`src/hdl/bpfa_pkg.sv`:
```
package bpfa_pkg;

  localparam int MAX_PAGES_DEF  = 131072;
  localparam int PAGE_SHIFT_DEF = 12;
  localparam int BASE_W         = 20;
  localparam int CNT_W          = 18;
  localparam int ADDR_W         = 32;
  localparam int QUEUE_DEPTH    = 2;

  localparam logic REG_BASE_PAGE   = 1'b0;
  localparam logic REG_TOTAL_PAGES = 1'b1;

  localparam logic [1:0] OP_ALLOC_ONE = 2'd0;
  localparam logic [1:0] OP_FREE_ONE  = 2'd1;
  localparam logic [1:0] OP_ALLOC_RUN = 2'd2;
  localparam logic [1:0] OP_FREE_RUN  = 2'd3;

  typedef struct packed {
    logic              alloc;
    logic [ADDR_W-1:0] addr;
    logic [CNT_W-1:0]  count;
  } cmd_t;

  typedef struct packed {
    logic clearing;
  } back_stat_t;

  typedef enum logic [3:0] {
    BK_IDLE,
    BK_CLR,
    BK_SC_RD,
    BK_SC_BIT,
    BK_FL_RD,
    BK_FL_WR,
    BK_FR_CHK,
    BK_FR_RD,
    BK_FR_MOD,
    BK_DONE
  } back_state_t;

endpackage

```
`src/hdl/bpfa_front.sv`:
```
module bpfa_front import bpfa_pkg::*; (
  input  logic             clk,
  input  logic             rst,
  input  logic             push,
  input  logic [1:0]       op,
  input  logic [ADDR_W-1:0] addr,
  input  logic [CNT_W-1:0] count,
  input  logic             pop,
  output logic             full,
  output logic             cmd_valid,
  output cmd_t             cmd
);

  cmd_t       q [QUEUE_DEPTH];
  logic       wp;
  logic       rp;
  logic [1:0] fill;
  cmd_t       in_cmd;

  // single-page ops become runs of one
  always_comb begin
    in_cmd.addr = addr;
    case (op)
      OP_ALLOC_ONE: begin
        in_cmd.alloc = 1'b1;
        in_cmd.count = CNT_W'(1);
      end
      OP_ALLOC_RUN: begin
        in_cmd.alloc = 1'b1;
        in_cmd.count = count;
      end
      OP_FREE_ONE: begin
        in_cmd.alloc = 1'b0;
        in_cmd.count = CNT_W'(1);
      end
      default: begin
        in_cmd.alloc = 1'b0;
        in_cmd.count = count;
      end
    endcase
  end

  always_ff @(posedge clk) begin
    if (push) begin
      q[wp] <= in_cmd;
    end
  end

  always_ff @(posedge clk) begin
    if (rst) begin
      wp   <= 1'b0;
      rp   <= 1'b0;
      fill <= 2'd0;
    end else begin
      if (push) begin
        wp <= ~wp;
      end
      if (pop) begin
        rp <= ~rp;
      end
      fill <= fill + 2'(push) - 2'(pop);
    end
  end

  assign full      = (fill == 2'(QUEUE_DEPTH));
  assign cmd_valid = (fill != 2'd0);
  assign cmd       = q[rp];

endmodule

```
`config.mk`:
```
export PLATFORM = sky130hd
export DESIGN_NAME = bpfa_front
export DESIGN_NICKNAME = d
export VERILOG_FILES = /design/src/hdl/bpfa_pkg.sv /design/src/hdl/bpfa_front.sv
export SDC_FILE = /design/constraint.sdc
export NUM_CORES = 1
export LEC_CHECK = 0
export BUFFER_PORTS_ARGS = -buffer_cell sky130_fd_sc_hd__buf_2
export CORE_AREA = 2 2 123 125
export DETAILED_ROUTE_END_ITERATION = 7
export DIE_AREA = 0 0 125 127
export PLACE_DENSITY = 0.54
export SLEW_MARGIN = 15
export SYNTH_ARGS = -nofsm -noshare
export SYNTH_HDL_FRONTEND = slang
export SYNTH_SLANG_ARGS = --single-unit
```
`constraint.sdc`:
```
create_clock -name clk -period 3.4 [get_ports clk]
set_clock_uncertainty 0.05 [all_clocks]
set_input_delay 0.34 -clock clk [delete_from_list [all_inputs] [get_ports clk]]
set_output_delay 0.34 -clock clk [all_outputs]
set_load 0.01 [all_outputs]
```
Yosys cells after proc, flatten, opt, wreduce, memory -nomap -nowiden
Memories as Yosys holds them, arrays and structs flattened. A register that Yosys moved wholly into a read port is not among the register bits.
Index checks and enable logic that the tools add are counted.
- flip-flop bits (word level): 4
- memory bits (writable): 102
- output and inout port bits: 53
- logic and storage cells: 21
- memories kept: 1
- memory list (memory ; depth ; bits a word ; rd ports ; clocked after memory_dff ; write ports ; RTL line ; text):
    q ; 2 ; 51 ; 1 ; 1 ; 1 ; bpfa_front.sv:14 ; cmd_t q [QUEUE_DEPTH];
- add/sub/neg operators: 2
- equal/unequal tests: 3
- multiplexer cells: 6
- bitwise operators: 2
- reductions and logical operators: 4
- operator list (kind ; count):
    $mux W18 ; 1
    $mux W1 ; 5
    $eq A2 B2 Y1 const B ; 2
    $reduce_or A2 Y1 ; 2
    $add A2 B1 Y2 ; 1
    $eq A2 B1 Y1 const B ; 1
    $logic_not A2 Y1 ; 1
    $not A1 Y1 ; 2
    $reduce_bool A2 Y1 ; 1
    $sub A2 B1 Y2 ; 1

Depth between registers and ports, before layout
Gate-level depths: netlist of run 1.
- depth after elaboration: 3
- gate-level depth with buffers: 6
- depth with buffers taken out: 6

Worst setup path after synthesis of run 1
No wires, ideal clock.
- path kind: flip-flop to flip-flop
- start point: reg wp
- end point: mem q[0][0] (netlist bit) (enable)
- library setup time: 466 ps
- data arrival time: 2602 ps
- required time: 2884 ps
- setup slack: 282 ps
- stages on the path, launching flop included: 2
- path through: dfxtp_1 nor2b_1
- RTL lines (what ; RTL line ; text):
    from (decl) ; bpfa_front.sv:15 ; logic wp;
    from (signal assigned) ; bpfa_front.sv:56 ; wp <= ~wp;
    to (decl) ; bpfa_front.sv:14 ;
No word-level cell before the write port.

==> impl_metrics.yaml, run 1 <==
power_and_ir_drop:
  comb_power_share_pct: 12.3
  p_int_mw: 2.31
  irDropWorstVdd_v: 0.000236
  pwr-share-clk_pct: 33.3
  p_per_area_nw_per_um2: 560
  switching_share_pct: 21.3
  seqPwrFrac_pct: 54.4
  p_sw_mw: 0.624
  p_leak_nw: 2.08
  power.total_mw: 2.93
drt:
  remaining_drc_errors: 0
  wl_um: 7010
  wl_per_cell_um: 14.0
  drt_iter0_markers: 85
  dr_total_vias: 2071
  dr.pass1.iters: 3
  antenna_left: 0
  via_per_inst: 4.13
critical_path:
  critPathMaxStageDelay_ps: 1000
  setup.worst_path.start_class: "flop"
  arrival_ps: 1940
  reg2regPathDepth: 2
  crit_chain: "mux2_2, buf_2"
  critPathRequiredTime_ps: 3010
  worst-path-max-fanout: 51
  r2r_slack_ps: 1820
  regToRegEndpoint: "q[1][29]"
  r2r-start: "wp"
  cp_slowest_cell: "dfxtp_4"
  path_class: "reg -> out"
  end_kind: "primary output"
die:
  die_area_um2: 15900
  die_h_um: 127
  fp.dieW_um: 125
  ios: 109
  placementRows: 44
  initial_core_util_pct: 29.6
  core_area_um2: 14400
logic_synthesis:
  yosysSeqAreaShare_pct: 74.0
  synth_nets: 258
  syn_area_um2: 4280
  synth_top_area_share_pct: 71.6
  synth.distinct_cells: 16
  synth_area_per_cell_um2: 21.4
  synth.area.top_cells: "edfxtp_1 (72%), mux2_4 (18%), and2_1 (2.6%)"
  synthCells: 200
  ys_warn_count: 0
  synth-seq-cells: 107
  synth_area_leader_cell: "edfxtp_1"
sta:
  max_freq_mhz: 430
  min_period_over_period_pct: 68.4
  slew_headroom_pct: 34.9
  setup-violations-final: 0
  hold_viol: 0
  finalSetupTns_ps: 0
  worstMarginPinSlew_ps: 976
  grt_setup_unrepaired: "false"
  slew_violations: 0
  period_needed_ps: 2330
  worst_slack_ps: 1070
grt:
  overflow: 0
  grt_usage_pct: 9.14
  grt_max_degree: 52
  grt_pass1_wl_um: 11000
  grt_antenna_before_repair: 0
  grt_pass1_vias: 2212
finish:
  nNetsFinal: 372
  area_growth_pct: 22.4
  fin_cells: 502
  post-route-util_pct: 36.3
  mostFrequentLayoutCells: "buf_2 (108), edfxtp_1 (102), mux2_4 (50)"
  n_antenna_cell: 0
  final_common_cell: "buf_2"
  drive_gt1_share_pct: 55.3
cts:
  numCtsBuffers: 9
  clockRootBuffer: "clkbuf_16"
  cts_tree: "built"
  cts.path.max_buffers: 2
  clkSinkCount: 107
  h-tree-depth: 3
  cts_hold_buf: 0
  cts_setup_buffers: 0
  clk_pin_slew_ps: 70
  clk_latency_ps: 340
  postCtsResizedCells: 0
place:
  pre_cts_slack_ps: 1380
  dp_hpwl_um: 4330
  gp_congestion: 0.640
  placed_cells_incl_taps: 487
  port_buffers: 108
worst_hold_path:
  hold-path-endpoint: "q[0][29]"
  hp-start: "addr[11]"
  min_path_cells: 1
  min_path_type: "in -> reg"
status:
  status: "finished, final reports clean"
run:
  max_cap_violations: 0
-- cell usage after synthesis --
| cell | n |
|---|---|
| edfxtp_1 | 102 |
| nand2b_1 | 1 |
| xnor3_1 | 1 |
| nor2_1 | 4 |
| buf_12 | 5 |
| dfxtp_1 | 5 |
| or2_2 | 1 |
| ha_1 | 2 |
| mux2_4 | 50 |
| buf_6 | 1 |
| xnor2_1 | 2 |
| and2_1 | 18 |
| nor2b_1 | 3 |
| inv_1 | 3 |
| mux2_2 | 1 |
| clkbuf_1 | 1 |
-- cell families (layout without fill, tap and decap cells) --
group         count (synthesis)  count (layout)  share of synthesized area (%)
xor+xnor                      3               3                          0.937
fa+ha+maj                     2               2                          0.585
mux                          51              51                           17.8
simple gates                 27              27                           3.72
flops                       107             107                           74.0
buf+inv                      10             128                           2.96
-- power by group through the flow --
stage	Sequential (mW)	Combinational (mW)	Clock (mW)
2_1_floorplan	1.59	0.280	0
3_3_place_gp	1.62	0.366	0
3_5_place_dp	1.63	0.368	0
4_1_cts	1.60	0.369	1.02
5_1_grt	1.61	0.392	1.06
6_report	1.59	0.360	0.978
-- per-stage QoR --
step | hold slack, ps | cell area [µm²]
floorplan | 362 | 4280
global placement | 448 | 4960
detailed placement | 449 | 4960
CTS | 111 | 5230
global route | 118 | 5230
finish | 132 | 5230
-- state kept, by name, indices dropped and copies added, names as in the netlist, named ones only --
register,flops
fill,2
q,102
rp,1
wp,1
-- cell type report --
class	count	area [µm²]
Timing Repair Buffer	110	556
Inverter	3	11.3
Tap cell	184	230
Sequential cell	107	3170
Clock inverter	4	42.5
Multi-Input combinational cell	83	995
Fill cell	1387	9190
Clock buffer	11	233
-- worst max-delay path, delay by kind of cell (launching register included) --
kind / cells / cell delay, ps
buf+inv: 1 / 140
mux: 1 / 430
flops: 1 / 1000
-- per-layer routing --
| metal | vias up | share of wire, % | routed length [µm] | GRT usage (%) |
|---|---|---|---|---|
| met2 | 65 | 49 | 3460 | 15.1 |
| met1 | 1011 | 42 | 2940 | 10.3 |
| met5 | - | 0 | 0 | 0 |
| li1 | 982 | - | - | - |
| met3 | 13 | 6.1 | 425 | 3.22 |
| met4 | 0 | 2.6 | 183 | 5.49 |
-- how the worst max path moves through the flow --
stage          startpoint      end  slack, ps  cells past startpoint
2_1_floorplan          wp  q[0][0]        280                      1
3_3_place_gp         flop  cmd[50]       1400                      2
3_5_place_dp         flop  cmd[50]       1380                      2
4_1_cts              flop  cmd[50]       1000                      2
5_1_grt              flop  cmd[50]        970                      2
6_report             flop  cmd[50]       1070                      2
(Power assumes the default switching activity.)
==> run 2: changes to the inputs <==
--- a/config.mk
+++ b/config.mk
@@ -5,11 +5,12 @@
 export SDC_FILE = /design/constraint.sdc
 export NUM_CORES = 1
 export LEC_CHECK = 0
+export ABC_AREA = 1
 export BUFFER_PORTS_ARGS = -buffer_cell sky130_fd_sc_hd__buf_2
 export CORE_AREA = 2 2 123 125
 export DETAILED_ROUTE_END_ITERATION = 7
 export DIE_AREA = 0 0 125 127
-export PLACE_DENSITY = 0.54
+export PLACE_DENSITY = 0.55
 export SLEW_MARGIN = 15
 export SYNTH_ARGS = -nofsm -noshare
 export SYNTH_HDL_FRONTEND = slang
==> constraint.sdc (replaced) <==
create_clock -name clk -period 2.4 [get_ports clk]
set_clock_uncertainty 0.05 [all_clocks]
set_input_delay 0.24 -clock clk [delete_from_list [all_inputs] [get_ports clk]]
set_output_delay 0.24 -clock clk [all_outputs]
set_load 0.01 [all_outputs]
==> run 2 against run 1 <==
Effect of this change:
- combinational power is 45% higher
- die area stayed put
- sequential share of layout area decreased by 1.1 points
- critical endpoint is now cmd[42]
- largest cell class unchanged
==> impl_metrics.yaml, run 2 <==
sta:
  min_period_over_period_pct: 80.3
  max_freq_mhz: 519
  worst_slack_ps: 473
  grt_setup_unrepaired: "false"
  hold_viol: 0
  period_needed_ps: 1930
  worstMarginPinSlew_ps: 527
  slew_violations: 0
  setup-violations-final: 0
  finalSetupTns_ps: 0
  worst_hold_slack_ps: 35.8
  slew_headroom_pct: 64.8
die:
  fp.dieW_um: 125
  initial_core_util_pct: 29.9
  die_h_um: 127
  ios: 109
  placementRows: 44
  die_area_um2: 15900
  core_area_um2: 14400
drt:
  dr_total_vias: 2152
  remaining_drc_errors: 0
  wl_per_cell_um: 14.4
  drt_iter0_markers: 96
  dr.pass1.iters: 4
  antenna_left: 0
  via_per_inst: 4.03
  wl_um: 7680
logic_synthesis:
  yosysSeqAreaShare_pct: 73.4
  synthArstFlopShare_pct: 0
  synthCells: 229
  ys_warn_count: 0
  synth.area.top_cells: "edfxtp_1 (71%), mux2_4 (17%), inv_1 (2.4%)"
  synth_top_area_share_pct: 71.1
  synth_area_leader_cell: "edfxtp_1"
  synthTopCellsByCount: "edfxtp_1 (102), mux2_4 (50), inv_1 (27)"
  synth_area_per_cell_um2: 18.8
  synth_nets: 287
  synth.distinct_cells: 15
  syn_area_um2: 4310
  ys.flop_type: "edfxtp_1"
  synth.most_common_cell: "edfxtp_1"
  synth-edff-count: 102
  synth-seq-cells: 107
finish:
  nNetsFinal: 403
  mostFrequentLayoutCells: "buf_2 (108), edfxtp_1 (102), mux2_4 (50)"
  n_antenna_cell: 0
  largest_reg_flops: 102
  final_common_cell: "buf_2"
  area_growth_pct: 23.7
  finalInstanceArea_um2: 5330
  drive_gt1_share_pct: 51.7
  post-route-util_pct: 37.0
  regMostFlops: "q"
  top_regs: "q (102), fill (2)"
cts:
  clkSinkCount: 107
  cts.path.max_buffers: 2
  cts_tree: "built"
  postCtsResizedCells: 0
  cts_hold_buf: 0
  clk_pin_slew_ps: 70
  clk_latency_ps: 340
  clockRootBuffer: "clkbuf_16"
  h-tree-depth: 3
  numCtsBuffers: 9
  cts_setup_buffers: 0
worst_hold_path:
  hp-start: "addr[5]"
  min_path_type: "in -> reg"
grt:
  grt_antenna_before_repair: 1
  overflow: 0
  grt_max_degree: 39
  grt_usage_pct: 9.97
  grt_pass1_wl_um: 12000
  grt_pass1_vias: 2360
critical_path:
  r2r-start: "wp"
  arrival_ps: 1640
  setup.worst_path.start_class: "flop"
  path_class: "reg -> out"
  end_kind: "primary output"
  critPathMaxStageDelay_ps: 530
  crit_chain: "buf_4, mux2_4, buf_2"
  critPathRequiredTime_ps: 2110
  crit_family: "flip-flops"
  worst-path-max-fanout: 15
  cp_num_buf_inv: 2
  cp_slowest_cell: "dfxtp_4"
power_and_ir_drop:
  irDropWorstVdd_v: 0.000327
  p_per_area_nw_per_um2: 777
  p_leak_nw: 2.26
status:
  status: "finished, final reports clean"
place:
  dp_hpwl_um: 5310
  gp_congestion: 0.681
  port_buffers: 108
  post_dp_cell_area_um2: 5040
  pre_cts_slack_ps: 818
run:
  max_cap_violations: 0
-- run 2: worst paths after layout --
path	end	slack, ps	cells past startpoint
worst min-delay path	q[1][23]	40	1
worst max register to register	q[0][9]	910	2
worst min register to register	flop	460	2
worst max-delay path	cmd[42]	470	3
-- run 2: per-stage QoR --
step	power, mW	cells
floorplan	2.60	229
global placement	2.77	518
detailed placement	2.78	518
CTS	4.20	534
global route	4.33	534
finish	4.14	534
-- run 2: report_power, final --
group,switching (mW),internal (mW)
sequential,0.0405,2.16
clock,0.615,0.800
combinational,0.249,0.274
total,0.904,3.23
-- run 2: final cells by class --
class | instances | area [µm²]
clock inverter | 6 | 56.3
sequential | 107 | 3170
timing repair buffer | 113 | 616
clock buffer | 10 | 229
fill | 1406 | 9090
inverter | 27 | 101
tap | 184 | 230
multi-input combinational | 87 | 931
-- run 2: layer usage --
| layer | wire (µm) | GRT usage (%) | up-vias |
|---|---|---|---|
| met2 | 3830 | 16.6 | 68 |
| met3 | 554 | 4.27 | 9 |
| li1 | - | - | 1054 |
| met1 | 3180 | 11.4 | 1019 |
| met4 | 108 | 3.92 | 2 |
| met5 | 16 | 0 | - |
-- run 2: worst reg2reg max path: cells and delay by family (launching register included) --
kind                   cells  cell delay, ps
and+or+nand+nor            1             450
DFF                        1             350
buffers and inverters      1             310
-- run 2: cell families after synthesis --
logic type,share of synthesized area [%]
DFF,73.4
muxes,17.7
adders and majority gates,0.581
AOI/OAI and AO/OA,0.116
and+or+nand+nor,2.85
buffers and inverters,5.17
xor gates and xnor gates,0.203
==> run 3: changes to the inputs <==
--- a/config.mk
+++ b/config.mk
@@ -5,12 +5,12 @@
 export SDC_FILE = /design/constraint.sdc
 export NUM_CORES = 1
 export LEC_CHECK = 0
-export ABC_AREA = 1
+export ABC_AREA = 0
 export BUFFER_PORTS_ARGS = -buffer_cell sky130_fd_sc_hd__buf_2
 export CORE_AREA = 2 2 123 125
 export DETAILED_ROUTE_END_ITERATION = 7
 export DIE_AREA = 0 0 125 127
-export PLACE_DENSITY = 0.55
+export PLACE_DENSITY = 0.54
 export SLEW_MARGIN = 15
 export SYNTH_ARGS = -nofsm -noshare
 export SYNTH_HDL_FRONTEND = slang
==> constraint.sdc (replaced) <==
create_clock -name clk -period 1.95 [get_ports clk]
set_clock_uncertainty 0.05 [all_clocks]
set_input_delay 0.195 -clock clk [delete_from_list [all_inputs] [get_ports clk]]
set_output_delay 0.195 -clock clk [all_outputs]
set_load 0.01 [all_outputs]
==> run 3 against run 2 <==
Effect of this change:
- via count rose by 2.4%
- combinational power rose by 44%
- clock power rose by 17%
- sequential share of layout area fell by 2.8 points
- register-to-register slack got worse by 380 ps
- wire length fell by 1.9%
- non-clock buffer count rose by 33
- core utilization rose by 1.8 points
- sequential power rose by 24%
- design area rose by 4.9%
- total power rose by 24%
- clock-buffer cell count did not move
- critical path type unchanged
- largest cell class unchanged
==> impl_metrics.yaml, run 3 (same netlist as run 1, synthesis figures left out) <==
grt:
  grt_antenna_before_repair: 0
  overflow: 0
  grt_max_degree: 32
  grt_usage_pct: 9.80
  grt_pass1_wl_um: 11900
  grt_pass1_vias: 2336
critical_path:
  cp_slowest_cell: "mux2_2"
  path_class: "reg -> out"
  r2r_slack_ps: 530
  critPathRequiredTime_ps: 1700
  regToRegEndpoint: "fill[1]"
  arrival_ps: 1560
  cp_num_buf_inv: 2
  end_kind: "primary output"
  crit_family: "buffers and inverters"
  setup.worst_path.start_class: "flop"
  reg2regPathDepth: 6
  crit_chain: "buf_4, mux2_2, buf_2"
  worst-path-max-fanout: 20
  critPathMaxStageDelay_ps: 370
  r2r-start: "fill[0]"
sta:
  setup-violations-final: 0
  min_period_over_period_pct: 92.3
  slew_violations: 0
  worst_slack_ps: 149
  period_needed_ps: 1800
  max_freq_mhz: 555
  grt_setup_unrepaired: "false"
  finalSetupTns_ps: 0
  hold_viol: 0
  slew_headroom_pct: 70.7
  worstMarginPinSlew_ps: 439
cts:
  h-tree-depth: 3
  postCtsResizedCells: 0
  clk_latency_ps: 340
  clockRootBuffer: "clkbuf_16"
  cts.path.max_buffers: 2
  numCtsBuffers: 9
  cts_tree: "built"
  cts_setup_buffers: 0
  clkSinkCount: 107
  clk_pin_slew_ps: 70
  cts_hold_buf: 32
finish:
  mostFrequentLayoutCells: "buf_2 (108), edfxtp_1 (102), mux2_4 (50)"
  final_common_cell: "buf_2"
  regMostFlops: "q"
  fill_cells: 1368
  top_regs: "q (102), fill (2)"
  nNetsFinal: 408
  fin_cells: 539
  multi_input_area_um2: 995
  final-seq-area_um2: 3170
  largest_reg_flops: 102
  n_antenna_cell: 0
  drive_gt1_share_pct: 51.5
  area_growth_pct: 30.8
die:
  initial_core_util_pct: 29.6
  die_h_um: 127
  die_area_um2: 15900
  fp.dieW_um: 125
  core_area_um2: 14400
  ios: 109
  placementRows: 44
drt:
  remaining_drc_errors: 0
  wl_um: 7530
  dr_total_vias: 2203
  via_per_inst: 4.09
  antenna_left: 0
  drt_iter0_markers: 66
  wl_per_cell_um: 14.0
  dr.pass1.iters: 4
power_and_ir_drop:
  comb_power_share_pct: 14.7
  p_sw_mw: 1.16
  irDropWorstVdd_v: 0.000339
  p_leak_nw: 2.23
  p_per_area_nw_per_um2: 917
  seqPwrFrac_pct: 53.1
  power.total_mw: 5.13
  p_int_mw: 3.96
  switching_share_pct: 22.7
  pwr-share-clk_pct: 32.2
worst_hold_path:
  min_path_cells: 2
  hp-start: "rst"
  min_path_type: "in -> reg"
  hold-path-endpoint: "wp"
place:
  dp_hpwl_um: 5120
  port_buffers: 108
  gp_congestion: 0.642
  pre_cts_slack_ps: 501
  placed_cells_incl_taps: 491
run:
  max_cap_violations: 0
status:
  status: "finished, final reports clean"
[run 3: power by group through the flow]
stage                     Combinational [mW]  Clock, mW  Sequential (mW)
after floorplan                        0.491          0             2.76
after global placement                 0.708          0             2.77
after detailed placement               0.721          0             2.78
after CTS                              0.773       1.73             2.73
after global routing                   0.815       1.80             2.74
final                                  0.752       1.65             2.72
[run 3: area by class of cell]
| class | instances | share of cell area [%] |
|---|---|---|
| Clock buffer | 10 | 4.09 |
| Clock inverter | 6 | 0.761 |
| Inverter | 3 | 0.201 |
| Multi-Input combinational cell | 83 | 17.8 |
| Sequential cell | 107 | 56.6 |
| Tap cell | 184 | 4.12 |
| Timing Repair Buffer | 146 | 16.4 |
[run 3: worst max path at each step]
| stage | from | end | slack, ps | depth (start not counted) |
|---|---|---|---|---|
| after floorplan | wp | q[0][0] | 380 | 1 |
| after global placement | flop | cmd[50] | 490 | 3 |
| after detailed placement | flop | cmd[50] | 500 | 3 |
| after CTS | flop | cmd[50] | 120 | 3 |
| after global routing | flop | cmd[50] | 70 | 3 |
| final | flop | cmd[50] | 150 | 3 |
[run 3: per-stage QoR]
step	util [%]	hold slack [ps]	cell area, µm²
after floorplan	-	217	4280
after global placement	34.7	335	5000
after detailed placement	34.7	340	5000
after CTS	38.8	8.24	5590
after global routing	38.8	32.0	5590
final	38.8	25.1	5590
[run 3: layer usage]
| metal | GRT usage (%) | part of all wire, % | up-vias |
|---|---|---|---|
| met1 | 11.8 | 44 | 1060 |
| met5 | 0 | 0 | - |
| met4 | 5.29 | 2.3 | 0 |
| met2 | 16.2 | 49 | 73 |
| li1 | - | - | 1059 |
| met3 | 2.51 | 5.6 | 11 |
[run 3: worst register-to-register path: cells and delay by family, from the launching register on]
kind	cells	cell delay (ps)
xor+xnor	1	380
flops	1	350
simple gates	1	80
fa+ha+maj	2	390
buf+inv	2	110
